## src/sv/assert_macros.svh

```systemverilog
// Assertion helpers used by the loss core module.
`ifndef ASSERT_MACROS_SVH
`define ASSERT_MACROS_SVH

// Same-cycle implication, disabled while reset is high.
`define SCEL_ASSERT_IMP(lbl, clk, rst, ante, cons, msg) \
  lbl: assert property (@(posedge clk) disable iff (rst) (ante) |-> (cons)) \
    else $error(msg);

// Next-cycle implication, disabled while reset is high.
`define SCEL_ASSERT_NXT(lbl, clk, rst, ante, cons, msg) \
  lbl: assert property (@(posedge clk) disable iff (rst) (ante) |=> (cons)) \
    else $error(msg);

`endif

```

## src/sv/scel_pkg.sv

```systemverilog
// ----------------------------------------------------------------------------
// scel_pkg
// Shared constants, codes and lookup tables of the softmax cross-entropy core.
// ----------------------------------------------------------------------------
package scel_pkg;

  // Row storage sizing.
  localparam int MAX_VOCAB = 4096;
  localparam int ADDR_W    = $clog2(MAX_VOCAB);
  localparam int CNT_W     = $clog2(MAX_VOCAB + 1);

  // Shared multiplier operand and product widths.
  localparam int MUL_W  = 33;
  localparam int PROD_W = 2 * MUL_W;

  // Divider widths and the fixed dividend 2^47.
  localparam int DIV_N_W = 48;
  localparam int DIV_D_W = 32;
  localparam logic [DIV_N_W-1:0] DIV_DIVIDEND = 48'h8000_0000_0000;

  // Configuration register indexes.
  localparam logic [1:0] CFG_BATCH_ROWS = 2'd0;
  localparam logic [1:0] CFG_INV_BATCH  = 2'd1;
  localparam logic [1:0] CFG_UPSTREAM   = 2'd2;

  // Operation, result kind and status codes.
  localparam logic OP_PUSH = 1'b0;
  localparam logic OP_GRAD = 1'b1;
  localparam logic KIND_LOSS = 1'b0;
  localparam logic KIND_GRAD = 1'b1;
  localparam logic [1:0] STAT_OK      = 2'd0;
  localparam logic [1:0] STAT_BAD_TGT = 2'd1;
  localparam logic [1:0] STAT_BAD_IDX = 2'd2;

  // 2^(-i/16) in Q1.16.
  function automatic logic [16:0] exp2_tab(input logic [4:0] i);
    logic [16:0] v;
    unique case (i)
      5'd0:  v = 17'd65536;
      5'd1:  v = 17'd62757;
      5'd2:  v = 17'd60097;
      5'd3:  v = 17'd57549;
      5'd4:  v = 17'd55109;
      5'd5:  v = 17'd52773;
      5'd6:  v = 17'd50535;
      5'd7:  v = 17'd48393;
      5'd8:  v = 17'd46341;
      5'd9:  v = 17'd44376;
      5'd10: v = 17'd42495;
      5'd11: v = 17'd40693;
      5'd12: v = 17'd38968;
      5'd13: v = 17'd37316;
      5'd14: v = 17'd35734;
      5'd15: v = 17'd34219;
      5'd16: v = 17'd32768;
      default: v = 17'd0;
    endcase
    return v;
  endfunction

  // log2(1 + i/16) in Q1.16.
  function automatic logic [16:0] log2_tab(input logic [4:0] i);
    logic [16:0] v;
    unique case (i)
      5'd0:  v = 17'd0;
      5'd1:  v = 17'd5732;
      5'd2:  v = 17'd11136;
      5'd3:  v = 17'd16248;
      5'd4:  v = 17'd21098;
      5'd5:  v = 17'd25711;
      5'd6:  v = 17'd30109;
      5'd7:  v = 17'd34312;
      5'd8:  v = 17'd38336;
      5'd9:  v = 17'd42196;
      5'd10: v = 17'd45904;
      5'd11: v = 17'd49472;
      5'd12: v = 17'd52911;
      5'd13: v = 17'd56229;
      5'd14: v = 17'd59434;
      5'd15: v = 17'd62534;
      5'd16: v = 17'd65536;
      default: v = 17'd0;
    endcase
    return v;
  endfunction

endpackage

```

## src/sv/scel_mul.sv

```systemverilog
// ----------------------------------------------------------------------------
// scel_mul
// Shared signed multiplier with a registered product.
// ----------------------------------------------------------------------------
module scel_mul (
  input  logic                                clk,
  input  logic signed [scel_pkg::MUL_W-1:0]  a,
  input  logic signed [scel_pkg::MUL_W-1:0]  b,
  output logic signed [scel_pkg::PROD_W-1:0] prod
);

  // One product per cycle, result available on the next cycle.
  always_ff @(posedge clk) begin
    prod <= scel_pkg::PROD_W'(a) * scel_pkg::PROD_W'(b);
  end

endmodule

```

## config.mk

```make
export PLATFORM = sky130hd
export DESIGN_NAME = scel_mul
export DESIGN_NICKNAME = d
export VERILOG_FILES = /design/src/sv/assert_macros.svh /design/src/sv/scel_pkg.sv /design/src/sv/scel_mul.sv
export SDC_FILE = /design/constraint.sdc
export NUM_CORES = 2
export LEC_CHECK = 0
export ABC_AREA = 1
export BUFFER_PORTS_ARGS = -buffer_cell sky130_fd_sc_hd__buf_2
export CAP_MARGIN = 20
export CORE_MARGIN = 1
export CORE_UTILIZATION = 70
export DETAILED_ROUTE_END_ITERATION = 7
export PLACE_DENSITY = 0.88
export SLEW_MARGIN = 20
export SYNTH_ARGS = -nofsm -noshare
export SYNTH_HDL_FRONTEND = slang
export SYNTH_SLANG_ARGS = --single-unit
export TNS_END_PERCENT = 5
```

## constraint.sdc

```tcl
create_clock -name clk -period 22.4 [get_ports clk]
set_input_delay 3.36 -clock clk [delete_from_list [all_inputs] [get_ports clk]]
set_output_delay 3.36 -clock clk [all_outputs]
set_load 0.01 [all_outputs]
```

==> summary.md <==
The fraction of final layout cells sized beyond drive strength 1 is 0.03940, and the HPWL reported at the end of detailed placement is 96.21 mm. The tools report the type of destination of the critical path as a flop. The critical path class was in -> reg. The cell area that synthesis handed to floorplanning was 0.04317 mm2. Number of failing hold endpoints at the final stage: 0. The count of buffers inserted at the top-level ports works out to 132. TritonCTS built the clock tree.

The tools report the worst relative slew slack as 0.2998. The logs give 10 for the remaining design rule violation count and 0 for the yosys synthesis warning count. The first global-routing pass estimated 191.0 mm of wire. Post-CTS resize count: 0. For this block, the routed nets add up to 116.1 mm of wire.

The tool flagged a number of max-cap violations equal to 0. The first TritonRoute pass finished after 8 iterations. The register with the most flip-flops in the layout has 66 of them.

The total number of H-tree levels is 3, and the maximum operating frequency is 0.09337 GHz. The worst hold path begins at b[0]. After synthesis, the cell types taking the most area are sky130_fd_sc_hd__fa_1 53%, sky130_fd_sc_hd__inv_1 16%, sky130_fd_sc_hd__nand2_1 13%, sky130_fd_sc_hd__ha_1 6.3%, sky130_fd_sc_hd__dfxtp_1 3.1%. The tightest min-delay check is of the in -> reg type. The part of the cycle the worst path needs is 0.4781, and the share of the synthesized area in the top cell type is 0.5309. The run gives 35 as the count of cell types in the netlist. The routed layout has 34220 vias.

The tools report the number of antenna violations at the first check in global routing as 7. Overall global routing resource usage: 0.3921. The die area is 0.06268 mm2, and the floorplan row count is 90. The pin count of the biggest net entering global routing is 35.

The flow ran to the end, but the final reports show violations. The tools report the number of post-CTS setup repair buffers as 0. In the final layout, the registers with the most flip-flops are prod x66. Among all flip-flop cells after synthesis, the most frequent one is sky130_fd_sc_hd__dfxtp_1.

The tools report the final global-route overflow total as 0. The number of vias per cell was 5.505; the post-layout minimum cycle time was 10.71 ns. Clock tree synthesis inserted a total of 9 buffers.

At the pin with the least slew margin, the transition time is 1.050 ns. From bottom edge to top edge, the die measures 250.4 um. The run gives 0.7113 as the effective utilization at floorplan.

After detailed routing, the average wire length per cell comes to 18.68 um. The checks that failed: DRC. The number of flip-flops and latches in the synthesized netlist was 66. End point of the worst hold path: prod[0]$_DFF_P_.

The final count of pins violating max slew is 0, and the post-synth net total is 6972. The synthesized design spends more area on one cell type than any other, namely sky130_fd_sc_hd__fa_1. For this design, the CTS-stage hold fixing added 0 buffers. STA puts the critical path data arrival time at 11.00 ns.

STA puts the critical path data required time at 22.69 ns. Ranked by flip-flop count, first place goes to prod. The width of the chip is 250.4 um. Along the worst path, the maximum fanout reaches 33. The region available for standard cell placement spans 0.06070 mm2.

Gate count of the mapped netlist: 5543. The longest clock path from root to sink contains 2 buffers. The tools report the final layout net count as 6857.

The I/O pin total was 133; the total of endpoints with negative setup slack in the final report was 0. The synthesized design contains 0 enable-type register cells. The tools report the root cell of the clock tree as sky130_fd_sc_hd__clkbuf_16. The number of design-rule violations left by the first detailed-router iteration was 3219; the area overhead of the layout relative to synthesis was 2.295%. The worst hold path passes through 3 cells. After clock tree synthesis, the clock-pin slew on the worst setup and hold paths is 0.07 ns. The tools report the sort of element at the start of the critical path as an input pin. Setup repair after global routing left no endpoint under its margin.

For the number of global-route vias before repair, the log shows 38200. The share of the yosys chip area belonging to registers was 0.03060. For this design, the sink count on the clock tree is 66.

The total negative setup slack was 0 ns. Averaged over all synthesized cells, the footprint is 7.789 um2. At the end of routability-driven placement, the weighted congestion stood at 0.9920. The async set-reset flop share out of synthesis was 0. The tools report the remaining number of nets flagged by the antenna check after routing as 0.
==> area by class of cell <==
class | instances | area (um2)
multi-input cells | 3319 | 33760
fillers | 4390 | 16530
inverters | 1895 | 7113
flip-flops and latches | 66 | 1321
well taps | 782 | 978.4
repair buffers | 137 | 698.2
clock buffers | 14 | 284.0
clock inverters | 1 | 7.507
diodes | 2 | 5.005
==> cells in the final DEF (no fill, tap or decap), drive strengths merged <==
master | synthesis | routed
inv | 1895 | 1895
nor2 | 154 | 154
diode | 0 | 2
a21oi | 65 | 65
xnor2 | 4 | 4
clkinvlp | 0 | 1
nor4 | 5 | 5
dfxtp | 66 | 66
ha | 217 | 217
clkbuf | 262 | 14
nand4 | 19 | 19
fa | 1145 | 1145
and2 | 3 | 3
o21ai | 23 | 23
nand3b | 3 | 3
a21boi | 1 | 1
xor2 | 37 | 37
o21bai | 14 | 14
a21o | 2 | 2
nor3 | 8 | 8
or2 | 6 | 6
nand2 | 1534 | 1534
buf | 1 | 137
nand3 | 78 | 78
o21a | 1 | 1
==> worst max-delay path: stages <==
cell and delay (ns):
sky130_fd_sc_hd__buf_2 0.61, sky130_fd_sc_hd__nand2_1 0.27, sky130_fd_sc_hd__fa_1 0.69, sky130_fd_sc_hd__fa_1 0.88, sky130_fd_sc_hd__fa_1 0.53, sky130_fd_sc_hd__inv_1 0.38, sky130_fd_sc_hd__fa_1 0.54, sky130_fd_sc_hd__fa_1 0.60
sky130_fd_sc_hd__fa_1 0.45, sky130_fd_sc_hd__fa_1 0.50, sky130_fd_sc_hd__inv_1 0.05, sky130_fd_sc_hd__fa_1 0.48, sky130_fd_sc_hd__inv_1 0.04, sky130_fd_sc_hd__ha_1 0.39, sky130_fd_sc_hd__nand2_1 0.13, sky130_fd_sc_hd__nor2_1 0.20
sky130_fd_sc_hd__nand3_1 0.18, sky130_fd_sc_hd__nor2_1 0.21, sky130_fd_sc_hd__o21ai_0 0.23, sky130_fd_sc_hd__nand3_1 0.16, sky130_fd_sc_hd__nand2_1 0.06, sky130_fd_sc_hd__nand2_1 0.05
==> stage by stage <==
step           utilization  setup WS (ns)  instances  hold slack, ns  instance area (um2)
6_report            0.7276          11.69       6216           3.573                44160
5_1_grt             0.7276          11.41       6216           3.632                44160
2_1_floorplan            -          12.28       5543           3.624                43170
3_5_place_dp        0.7227          11.26       6199           3.752                43870
4_1_cts             0.7275          11.62       6214           3.543                44160
3_3_place_gp        0.7227          11.34       6199           3.753                43860
==> cell usage after synthesis (3+ instances only) <==
cell type,count
sky130_fd_sc_hd__nand4_1,19
sky130_fd_sc_hd__nand3_1,70
sky130_fd_sc_hd__nor2_1,131
sky130_fd_sc_hd__o21ai_0,19
sky130_fd_sc_hd__a21oi_1,61
sky130_fd_sc_hd__a21oi_2,4
sky130_fd_sc_hd__fa_1,1145
sky130_fd_sc_hd__nor3_1,7
sky130_fd_sc_hd__nand2_2,17
sky130_fd_sc_hd__inv_1,1894
sky130_fd_sc_hd__dfxtp_1,66
sky130_fd_sc_hd__o21ai_1,3
sky130_fd_sc_hd__clkbuf_1,262
sky130_fd_sc_hd__or2_2,5
sky130_fd_sc_hd__nor2_4,3
sky130_fd_sc_hd__o21bai_1,14
sky130_fd_sc_hd__nand2_1,1517
sky130_fd_sc_hd__nor4_1,4
sky130_fd_sc_hd__xor2_1,37
sky130_fd_sc_hd__nand3_2,8
sky130_fd_sc_hd__nor2_2,20
sky130_fd_sc_hd__nand3b_1,3
sky130_fd_sc_hd__xnor2_1,4
sky130_fd_sc_hd__ha_1,217
==> cells by family after synthesis <==
group / synth area share
adder cells (fa/ha/maj): 0.5938
buffers and inverters: 0.1876
AO/OA/AOI/OAI: 0.01377
flip-flops: 0.03060
AND/OR/NAND/NOR: 0.1659
XOR/XNOR: 0.008317
==> how the worst max path moves through the flow <==
stage	startpoint	to	slack [ns]	depth (start not counted)
5_1_grt	b[9]	prod[57]$_DFF_P_	11.41	22
2_1_floorplan	a[32]	prod[60]$_DFF_P_	12.28	23
4_1_cts	b[6]	prod[60]$_DFF_P_	11.62	25
6_report	b[9]	prod[57]$_DFF_P_	11.69	22
3_3_place_gp	a[32]	prod[64]$_DFF_P_	11.34	21
3_5_place_dp	b[6]	prod[60]$_DFF_P_	11.26	25
==> routing by layer <==
layer	routed length, um	GRT usage
met5	69	0
met1	39430	0.4567
met2	56800	0.6757
met3	11390	0.07607
met4	8416	0.2316
Power is not shown: default switching activity piles up to over one toggle a cycle in this logic, so the estimate is an artifact.
