**src/sv/assert_macros.svh**
```systemverilog
// Assertion helpers used by the loss core module.
`ifndef ASSERT_MACROS_SVH
`define ASSERT_MACROS_SVH

// Same-cycle implication, disabled while reset is high.
`define SCEL_ASSERT_IMP(lbl, clk, rst, ante, cons, msg) \
  lbl: assert property (@(posedge clk) disable iff (rst) (ante) |-> (cons)) \
    else $error(msg);

// Next-cycle implication, disabled while reset is high.
`define SCEL_ASSERT_NXT(lbl, clk, rst, ante, cons, msg) \
  lbl: assert property (@(posedge clk) disable iff (rst) (ante) |=> (cons)) \
    else $error(msg);

`endif

```
**src/sv/scel_pkg.sv**
```systemverilog
// ----------------------------------------------------------------------------
// scel_pkg
// Shared constants, codes and lookup tables of the softmax cross-entropy core.
// ----------------------------------------------------------------------------
package scel_pkg;

  // Row storage sizing.
  localparam int MAX_VOCAB = 4096;
  localparam int ADDR_W    = $clog2(MAX_VOCAB);
  localparam int CNT_W     = $clog2(MAX_VOCAB + 1);

  // Shared multiplier operand and product widths.
  localparam int MUL_W  = 33;
  localparam int PROD_W = 2 * MUL_W;

  // Divider widths and the fixed dividend 2^47.
  localparam int DIV_N_W = 48;
  localparam int DIV_D_W = 32;
  localparam logic [DIV_N_W-1:0] DIV_DIVIDEND = 48'h8000_0000_0000;

  // Configuration register indexes.
  localparam logic [1:0] CFG_BATCH_ROWS = 2'd0;
  localparam logic [1:0] CFG_INV_BATCH  = 2'd1;
  localparam logic [1:0] CFG_UPSTREAM   = 2'd2;

  // Operation, result kind and status codes.
  localparam logic OP_PUSH = 1'b0;
  localparam logic OP_GRAD = 1'b1;
  localparam logic KIND_LOSS = 1'b0;
  localparam logic KIND_GRAD = 1'b1;
  localparam logic [1:0] STAT_OK      = 2'd0;
  localparam logic [1:0] STAT_BAD_TGT = 2'd1;
  localparam logic [1:0] STAT_BAD_IDX = 2'd2;

  // 2^(-i/16) in Q1.16.
  function automatic logic [16:0] exp2_tab(input logic [4:0] i);
    logic [16:0] v;
    unique case (i)
      5'd0:  v = 17'd65536;
      5'd1:  v = 17'd62757;
      5'd2:  v = 17'd60097;
      5'd3:  v = 17'd57549;
      5'd4:  v = 17'd55109;
      5'd5:  v = 17'd52773;
      5'd6:  v = 17'd50535;
      5'd7:  v = 17'd48393;
      5'd8:  v = 17'd46341;
      5'd9:  v = 17'd44376;
      5'd10: v = 17'd42495;
      5'd11: v = 17'd40693;
      5'd12: v = 17'd38968;
      5'd13: v = 17'd37316;
      5'd14: v = 17'd35734;
      5'd15: v = 17'd34219;
      5'd16: v = 17'd32768;
      default: v = 17'd0;
    endcase
    return v;
  endfunction

  // log2(1 + i/16) in Q1.16.
  function automatic logic [16:0] log2_tab(input logic [4:0] i);
    logic [16:0] v;
    unique case (i)
      5'd0:  v = 17'd0;
      5'd1:  v = 17'd5732;
      5'd2:  v = 17'd11136;
      5'd3:  v = 17'd16248;
      5'd4:  v = 17'd21098;
      5'd5:  v = 17'd25711;
      5'd6:  v = 17'd30109;
      5'd7:  v = 17'd34312;
      5'd8:  v = 17'd38336;
      5'd9:  v = 17'd42196;
      5'd10: v = 17'd45904;
      5'd11: v = 17'd49472;
      5'd12: v = 17'd52911;
      5'd13: v = 17'd56229;
      5'd14: v = 17'd59434;
      5'd15: v = 17'd62534;
      5'd16: v = 17'd65536;
      default: v = 17'd0;
    endcase
    return v;
  endfunction

endpackage

```
**src/sv/scel_div.sv**
```systemverilog
// ----------------------------------------------------------------------------
// scel_div
// Restoring divider, one quotient bit per cycle.
// ----------------------------------------------------------------------------
module scel_div (
  input  logic                             clk,
  input  logic                             rst,
  input  logic                             start,
  input  logic [scel_pkg::DIV_N_W-1:0]     dividend,
  input  logic [scel_pkg::DIV_D_W-1:0]     divisor,
  output logic                             busy,
  output logic [scel_pkg::DIV_N_W-1:0]     quotient
);

  localparam int CW = $clog2(scel_pkg::DIV_N_W + 1);

  logic [scel_pkg::DIV_D_W:0]   rem;
  logic [scel_pkg::DIV_D_W-1:0] dvs;
  logic [CW-1:0]                cnt;
  logic [scel_pkg::DIV_D_W:0]   rem_sh;
  logic                         fits;

  // Shift in the next dividend bit and try a subtraction.
  always_comb begin
    rem_sh = {rem[scel_pkg::DIV_D_W-1:0], quotient[scel_pkg::DIV_N_W-1]};
    fits   = rem_sh >= {1'b0, dvs};
  end

  // Iteration control.
  always_ff @(posedge clk) begin
    if (rst) begin
      busy <= 1'b0;
      cnt  <= '0;
    end else if (start) begin
      busy <= 1'b1;
      cnt  <= CW'(scel_pkg::DIV_N_W);
    end else if (busy) begin
      cnt <= cnt - CW'(1);
      if (cnt == CW'(1)) begin
        busy <= 1'b0;
      end
    end
  end

  // Remainder and quotient.
  always_ff @(posedge clk) begin
    if (start) begin
      rem      <= '0;
      dvs      <= divisor;
      quotient <= dividend;
    end else if (busy) begin
      rem      <= fits ? rem_sh - {1'b0, dvs} : rem_sh;
      quotient <= {quotient[scel_pkg::DIV_N_W-2:0], fits};
    end
  end

endmodule

```
**config.mk**
```make
export PLATFORM = sky130hd
export DESIGN_NAME = scel_div
export DESIGN_NICKNAME = d
export VERILOG_FILES = /design/src/sv/assert_macros.svh /design/src/sv/scel_pkg.sv /design/src/sv/scel_div.sv
export SDC_FILE = /design/constraint.sdc
export NUM_CORES = 1
export LEC_CHECK = 0
export BUFFER_PORTS_ARGS = -buffer_cell sky130_fd_sc_hd__buf_2
export CAP_MARGIN = 20
export CORE_MARGIN = 2
export CORE_UTILIZATION = 55
export CTS_CLUSTER_SIZE = 8
export DETAILED_ROUTE_END_ITERATION = 16
export GPL_TIMING_DRIVEN = 0
export HOLD_SLACK_MARGIN = 0.08
export PLACE_DENSITY = 0.8
export SETUP_SLACK_MARGIN = 0.15
export SYNTH_ARGS = -nofsm -noshare
export SYNTH_HDL_FRONTEND = slang
export SYNTH_SLANG_ARGS = --single-unit
```
**constraint.sdc**
```tcl
create_clock -name clk -period 8.7 [get_ports clk]
set_clock_uncertainty 0.1 [all_clocks]
set_input_delay 0.435 -clock clk [delete_from_list [all_inputs] [get_ports clk]]
set_output_delay 0.435 -clock clk [all_outputs]
set_load 0.01 [all_outputs]
```
==> out/metrics.yaml, run 1 <==
detailed_routing:
  wl_met3_um: 1530
  viasPerCell: 5.84
  detail-route-antenna-nets: 0
  drc_errors: 0
  wl_met2_um: 8320
  num_vias: 5586
  highest_layer: "met4"
  wl_per_cell_um: 17.9
  drt_iter0_markers: 396
  drtPass1Iterations: 5
  wl_met1_um: 6780
  wl_um: 17100
sta:
  setup_tns_ps: 0
  relSlewSlack: 0.472
  finalMaxSlewViolations: 0
  max_freq_ghz: 0.283
  finalCritPeriodShare: 0.406
  setup_viol: 0
  tightest_slew_ps: 792
  hold_viol: 0
  grt_setup_unrepaired: "false"
  period_minus_slack_ps: 3530
final_layout:
  drive_above_1_share: 0.281
  syn_to_final_growth_pct: 23.2
  final_common_cell: "buf_2"
  final_cell_mix: "buf_2, edfxtp_1, nor2_1, mux2_2, a21oi_1"
  seq_area_mm2: 0.00318
  layout.nets: 914
  final_core_util: 0.688
  fillers: 890
  diodes: 0
  multi_input_area_mm2: 0.00314
logic_synthesis:
  avgSynthCellArea_um2: 10.5
  yosys-top-cells-area: "edfxtp_1, dfxtp_1, mux2_2"
  synthesis.nets: 750
  synth_flop_cell: "edfxtp_1"
  yosysTopAreaCell: "edfxtp_1"
  syn-cell-area_mm2: 0.00662
  synth_edf_count: 80
  synth-warning-count: 0
  seq_area_frac_synth: 0.481
  synth-seq-cells: 119
  yosysTopAreaCellShare: 0.363
  syn_inst: 632
  synthArstFlopShare: 0
  synth.distinct_cells: 64
worst_setup_path:
  critPathMaxFanout: 4
  crit_top_cell: "o21ai_0"
  path_class: "reg -> reg"
  worstPathRequired_ps: 8900
  crit_path_start_kind: "register"
  cpMaxStageDelayCell: "o311ai_0"
  end_kind: "register"
  path_cells: "inv_1 > ha_1 > fa_1 > nor2b_1 > o21ba_2 > o21ai_0 > o311ai_0 > o21ai_0 > o31ai_1 > mux2i_1 > nand2_1"
  critical_path.max_stage_delay_ps: 600
  critPathBufInv: 1
  crit_family: "compound AO/OA/AOI/OAI gates"
  arrival_ps: 3730
pwr:
  combPwrFrac: 0.175
  p_total_uw: 1600
  p_switching_uw: 433
  ir_drop_v: 0.000140
  seq_power_share: 0.427
  power_density_mw_per_mm2: 197
  internal_power_uw: 1170
  switching_share: 0.270
  clockPowerShare: 0.399
  p_leak_uw: 0.00351
cts:
  clock_latency_ps: 420
  cts_buffer_depth: 2
  clk_pin_slew_ps: 50
  h-tree-depth: 4
  cts_tree: "yes"
  cts_root_buf: "clkbuf_16"
  cts_resized: 0
  cts_made_buffers: 17
  cts_sinks: 119
floorplanning:
  die_w_um: 114
  dieArea_mm2: 0.0129
  rows: 40
  initial_utilization: 0.558
  core_area_mm2: 0.0119
  die_h_um: 114
  top_level_ports: 132
worst_hold_path:
  hold_path_class: "in -> reg"
grt:
  grt_overflow: 0
  grt_pass1_wl_um: 27400
  grt_max_degree: 49
  grt_antenna_before_repair: 0
  grt_pass1_vias: 5622
  grt.total_usage: 0.273
placement:
  gp_congestion: 0.954
  port_buffers: 131
  dp_hpwl_um: 12000
run_status:
  status: "complete, no violations"
run:
  drv_cap: 0
-- synth_stat cells (5+ instances only) --
master	n
edfxtp_1	80
nor2_1	51
mux2_2	47
a21oi_1	44
inv_1	44
nand2_1	40
dfxtp_1	39
o21ai_0	38
ha_1	34
a211oi_1	21
clkbuf_1	19
xnor2_1	19
nor3_1	14
mux2i_1	13
nand3_1	12
a21o_1	9
xor2_1	9
nor2b_1	8
nand2b_1	7
nand4_1	7
a32oi_1	5
-- worst register-to-register path: stages, from the launching register on --
cell and delay [ps]:
edfxtp_1 450, inv_1 80, ha_1 230, fa_1 390, nor2b_1 220, o21ba_2 200, o21ai_0 180, o311ai_0 600
o21ai_0 290, o31ai_1 360, mux2i_1 250, nand2_1 70
-- per-layer routing --
metal  vias to the layer above  GRT usage
met5                         -          0
met4                         0      0.124
met3                        41     0.0765
met2                       276      0.457
met1                      2620      0.328
li1                       2649          -
-- area by class of cell --
class | instances | share of cell area
Sequential cell | 119 | 0.390
Multi-Input combinational cell | 440 | 0.385
Timing Repair Buffer | 145 | 0.0988
Clock buffer | 20 | 0.0535
Tap cell | 147 | 0.0226
Inverter | 44 | 0.0203
Buffer | 29 | 0.0160
Clock inverter | 12 | 0.0132
-- kinds of logic after synthesis --
kind of cell             synth area share
AO/OA/AOI/OAI                       0.153
XOR/XNOR                           0.0370
adder cells (fa/ha/maj)            0.0673
buffers and inverters              0.0446
flip-flops                          0.481
multiplexers                       0.0996
AND/OR/NAND/NOR                     0.118
-- through the flow --
stage	area [µm²]	setup slack, ps	cells	hold WS [ps]
finish	8160	5170	956	95.1
detailed placement	7480	5220	911	383
floorplan	6620	5790	632	352
global placement	7460	4810	910	373
CTS	8140	5210	954	81.8
global route	8160	4920	956	81.8
-- power groups by stage --
stage | logic [µW] | registers [µW] | clock network (µW)
finish | 281 | 684 | 639
global route | 308 | 689 | 675
CTS | 276 | 683 | 650
detailed placement | 270 | 693 | 0
global placement | 260 | 692 | 0
floorplan | 168 | 701 | 0
-- timing repair --
| action | in CTS | in global routing |
|---|---|---|
| setup buffers | 0 | 0 |
| hold endpoints to repair | 11 | 2 |
| hold buffers | 11 | 2 |
-- path summary, 6_finish.rpt --
| check | startpoint | slack, ps | cells after the start | end |
|---|---|---|---|---|
| max | quotient[47] | 5170 | 11 | rem[30] |
| max reg2reg | quotient[47] | 5170 | 11 | rem[30] |
| min | divisor[20] | 100 | 1 | dvs[20] |
| min reg2reg | rem[5] | 390 | 2 | rem[5] |
-- registers in the layout (all words and copies together), names as in the netlist --
name	count
quotient	48
dvs	32
rem	32
cnt	6
busy	1
Power figures use the tool's default switching activity.
==> run 2, diff against run 1 <==
- CORE_UTILIZATION: 55 -> 50
- PLACE_DENSITY: 0.8 -> 0.76
- clock period: 8.7 -> 3.2 ns (I/O delays scaled with it)
==> run 2 against run 1 <==
Sequential share of layout area down 3.9 points. Sequential cell count is the same. Combinational power grew to 3.1 times the previous value. Non-clock buffer count rose by 73. Clock power grew to 3.3 times the previous value. Setup slack worse by 4900 ps. Die area increased by 9.6%. Critical path depth is 1 lower. Sequential power grew to 2.7 times the previous value. Worst hold slack better by 180 ps. Core utilization increased by 0.57 points. Maximum frequency grew 20%. Critical endpoint is now quotient[0].
==> out/metrics.yaml, run 2 (synthesis gave the netlist of run 1 again) <==
sta:
  finalMaxSlewViolations: 0  # unchanged
  tightest_slew_ps: 801  # +8.52 ps
  hold_viol: 0  # unchanged
  relSlewSlack: 0.466  # -0.00568
  period_minus_slack_ps: 2930  # -594 ps
  setup_viol: 0  # unchanged
  grt_setup_unrepaired: "false"
  max_freq_ghz: 0.341  # +20%
  finalCritPeriodShare: 0.917  # +0.511
worst_setup_path:
  critPathBufInv: 3  # +2
  r2r_setup_slack_ps: 270  # -4910 ps
  crit_family: "compound AO/OA/AOI/OAI gates"
  crit_path_start_kind: "register"
  end_kind: "register"
  cp-startpoint: "dvs[26]"
  arrival_ps: 2970  # -760 ps
  r2r_start: "dvs[26]"
  worstPathRequired_ps: 3230  # -5670 ps
  cpMaxStageDelayCell: "ha_1"
  path_depth: 10  # -1
  path_class: "reg -> reg"
  crit_top_cell: "a21o_1"
  worstReg2RegEnd: "quotient[0]"
  critPathMaxFanout: 10  # +6
  path_cells: "inv_1 > ha_1 > a21o_1 > a21o_1 > a21o_1 > a211o_1 > o31ai_4 > buf_6 > buf_4 > o21ai_0"
  reg2reg_depth: 10  # -1
  critical_path.max_stage_delay_ps: 350  # -250 ps
  crit_path_end: "quotient[0]"
worst_hold_path:
  hold_path_class: "in -> reg"
floorplanning:
  top_level_ports: 132  # unchanged
  dieArea_mm2: 0.0142  # +9.6%
  core_area_mm2: 0.0131  # +10%
  rows: 42  # +5.0%
  die_w_um: 119  # +4.7%
  die_h_um: 119  # +4.7%
  initial_utilization: 0.506  # -0.0522
detailed_routing:
  drtPass1Iterations: 4  # -1
  detail-route-antenna-nets: 0  # unchanged
  viasPerCell: 5.64  # -3.5%
  num_vias: 5963  # +6.7%
  drt_iter0_markers: 430  # +8.6%
  drc_errors: 0  # unchanged
  wl_um: 19400  # +13%
  wl_per_cell_um: 18.3  # +2.3%
pwr:
  p_total_uw: 4830  # +200%
  p_leak_uw: 0.00387  # +10%
  power_density_mw_per_mm2: 532  # +170%
  ir_drop_v: 0.000445  # +220%
cts:
  clock_latency_ps: 420  # about the same
  h-tree-depth: 4  # unchanged
  cts_made_buffers: 17  # unchanged
  cts_root_buf: "clkbuf_16"
  cts_sinks: 119  # unchanged
  clk_pin_slew_ps: 60  # about the same
  cts_tree: "yes"
  cts_buffer_depth: 2  # unchanged
placement:
  gp_congestion: 0.917  # -3.9%
  port_buffers: 131  # unchanged
  dp_hpwl_um: 12100  # +0.95%
  detailed_place.area_mm2: 0.00752  # +0.49%
final_layout:
  drive_above_1_share: 0.278  # -0.00282
  largest_registers: "quotient x48, dvs x32, rem x32"
  final_cell_mix: "buf_2, dlygate4sd3_1, edfxtp_1, nor2_1, mux2_2"
  syn_to_final_growth_pct: 37.0
  largest_reg_flops: 48  # unchanged
  layout.nets: 987  # +8.0%
  largest_register: "quotient"
  diodes: 0  # unchanged
  design_area_mm2: 0.00907  # +11%
  final_common_cell: "buf_2"
grt:
  grt_pass1_vias: 5945  # +5.7%
  grt_max_degree: 48  # -2.0%
  grt_antenna_before_repair: 0  # unchanged
  grt.total_usage: 0.274  # +0.00186
  grt_overflow: 0  # unchanged
  grt_pass1_wl_um: 30100  # +9.8%
run_status:
  status: "complete, no violations"
run:
  drv_cap: 0  # unchanged
## run 2: cell type report
class	instances	area [µm²]
plain buffers	29	141
clock buffers	20	437
clock inverters	12	200
fillers	920	4010
inverters	44	165
multi-input cells	440	3200
flip-flops and latches	119	3180
well taps	176	220
repair buffers	218	1520
## run 2: routing by layer
layer / routed length, µm / share of wire / GRT usage
met2: 9510 / 0.49 / 0.474
met3: 1540 / 0.080 / 0.0733
met4: 405 / 0.021 / 0.0997
met1: 7900 / 0.41 / 0.328
met5: 0 / 0 / 0
## run 2: worst register-to-register path: stages, from the launching register on
cell and delay (ps):
edfxtp_1 330, inv_1 40, ha_1 350, a21o_1 250, a21o_1 200, a21o_1 170
a211o_1 340, o31ai_4 340, buf_6 190, buf_4 190, o21ai_0 150
## run 2: how the worst min path moves through the flow
stage                      startpoint      end  slack, ps  depth (start not counted)
after floorplan                   rst     busy        130                          1
after global placement    divisor[10]  dvs[10]        240                          1
after detailed placement  divisor[14]  dvs[14]        240                          1
after CTS                       start  dvs[14]        280                          1
after global routing            start  dvs[14]        300                          1
final                           start  dvs[14]        270                          1
## run 2: stage by stage
step / worst slack, ps / instances / setup TNS (ps) / hold slack, ps / utilization
floorplan: 286 / 632 / 0 / 132 / -
global placement: -458 / 939 / -22370 / 237 / 0.573
detailed placement: -461 / 940 / -629 / 239 / 0.574
CTS: 92.7 / 1054 / 0 / 277 / 0.687
global route: 144 / 1058 / 0 / 300 / 0.693
finish: 266 / 1058 / 0 / 274 / 0.693
## run 2: timing repair
action | CTS | global route
setup buffers | 1 | 4
pin swaps | 2 | 8
hold buffers | 81 | 0
setup endpoints to repair | 9 | 14
hold endpoints to repair | 87 | 0
resized for setup | 7 | 18
## run 2: report_power, final
part	internal (µW)	total, µW	switching (µW)	leakage (µW)
combinational	399	864	465	0.00245
sequential	1790	1870	77.5	0.00112
clock	1380	2100	715	0.000302
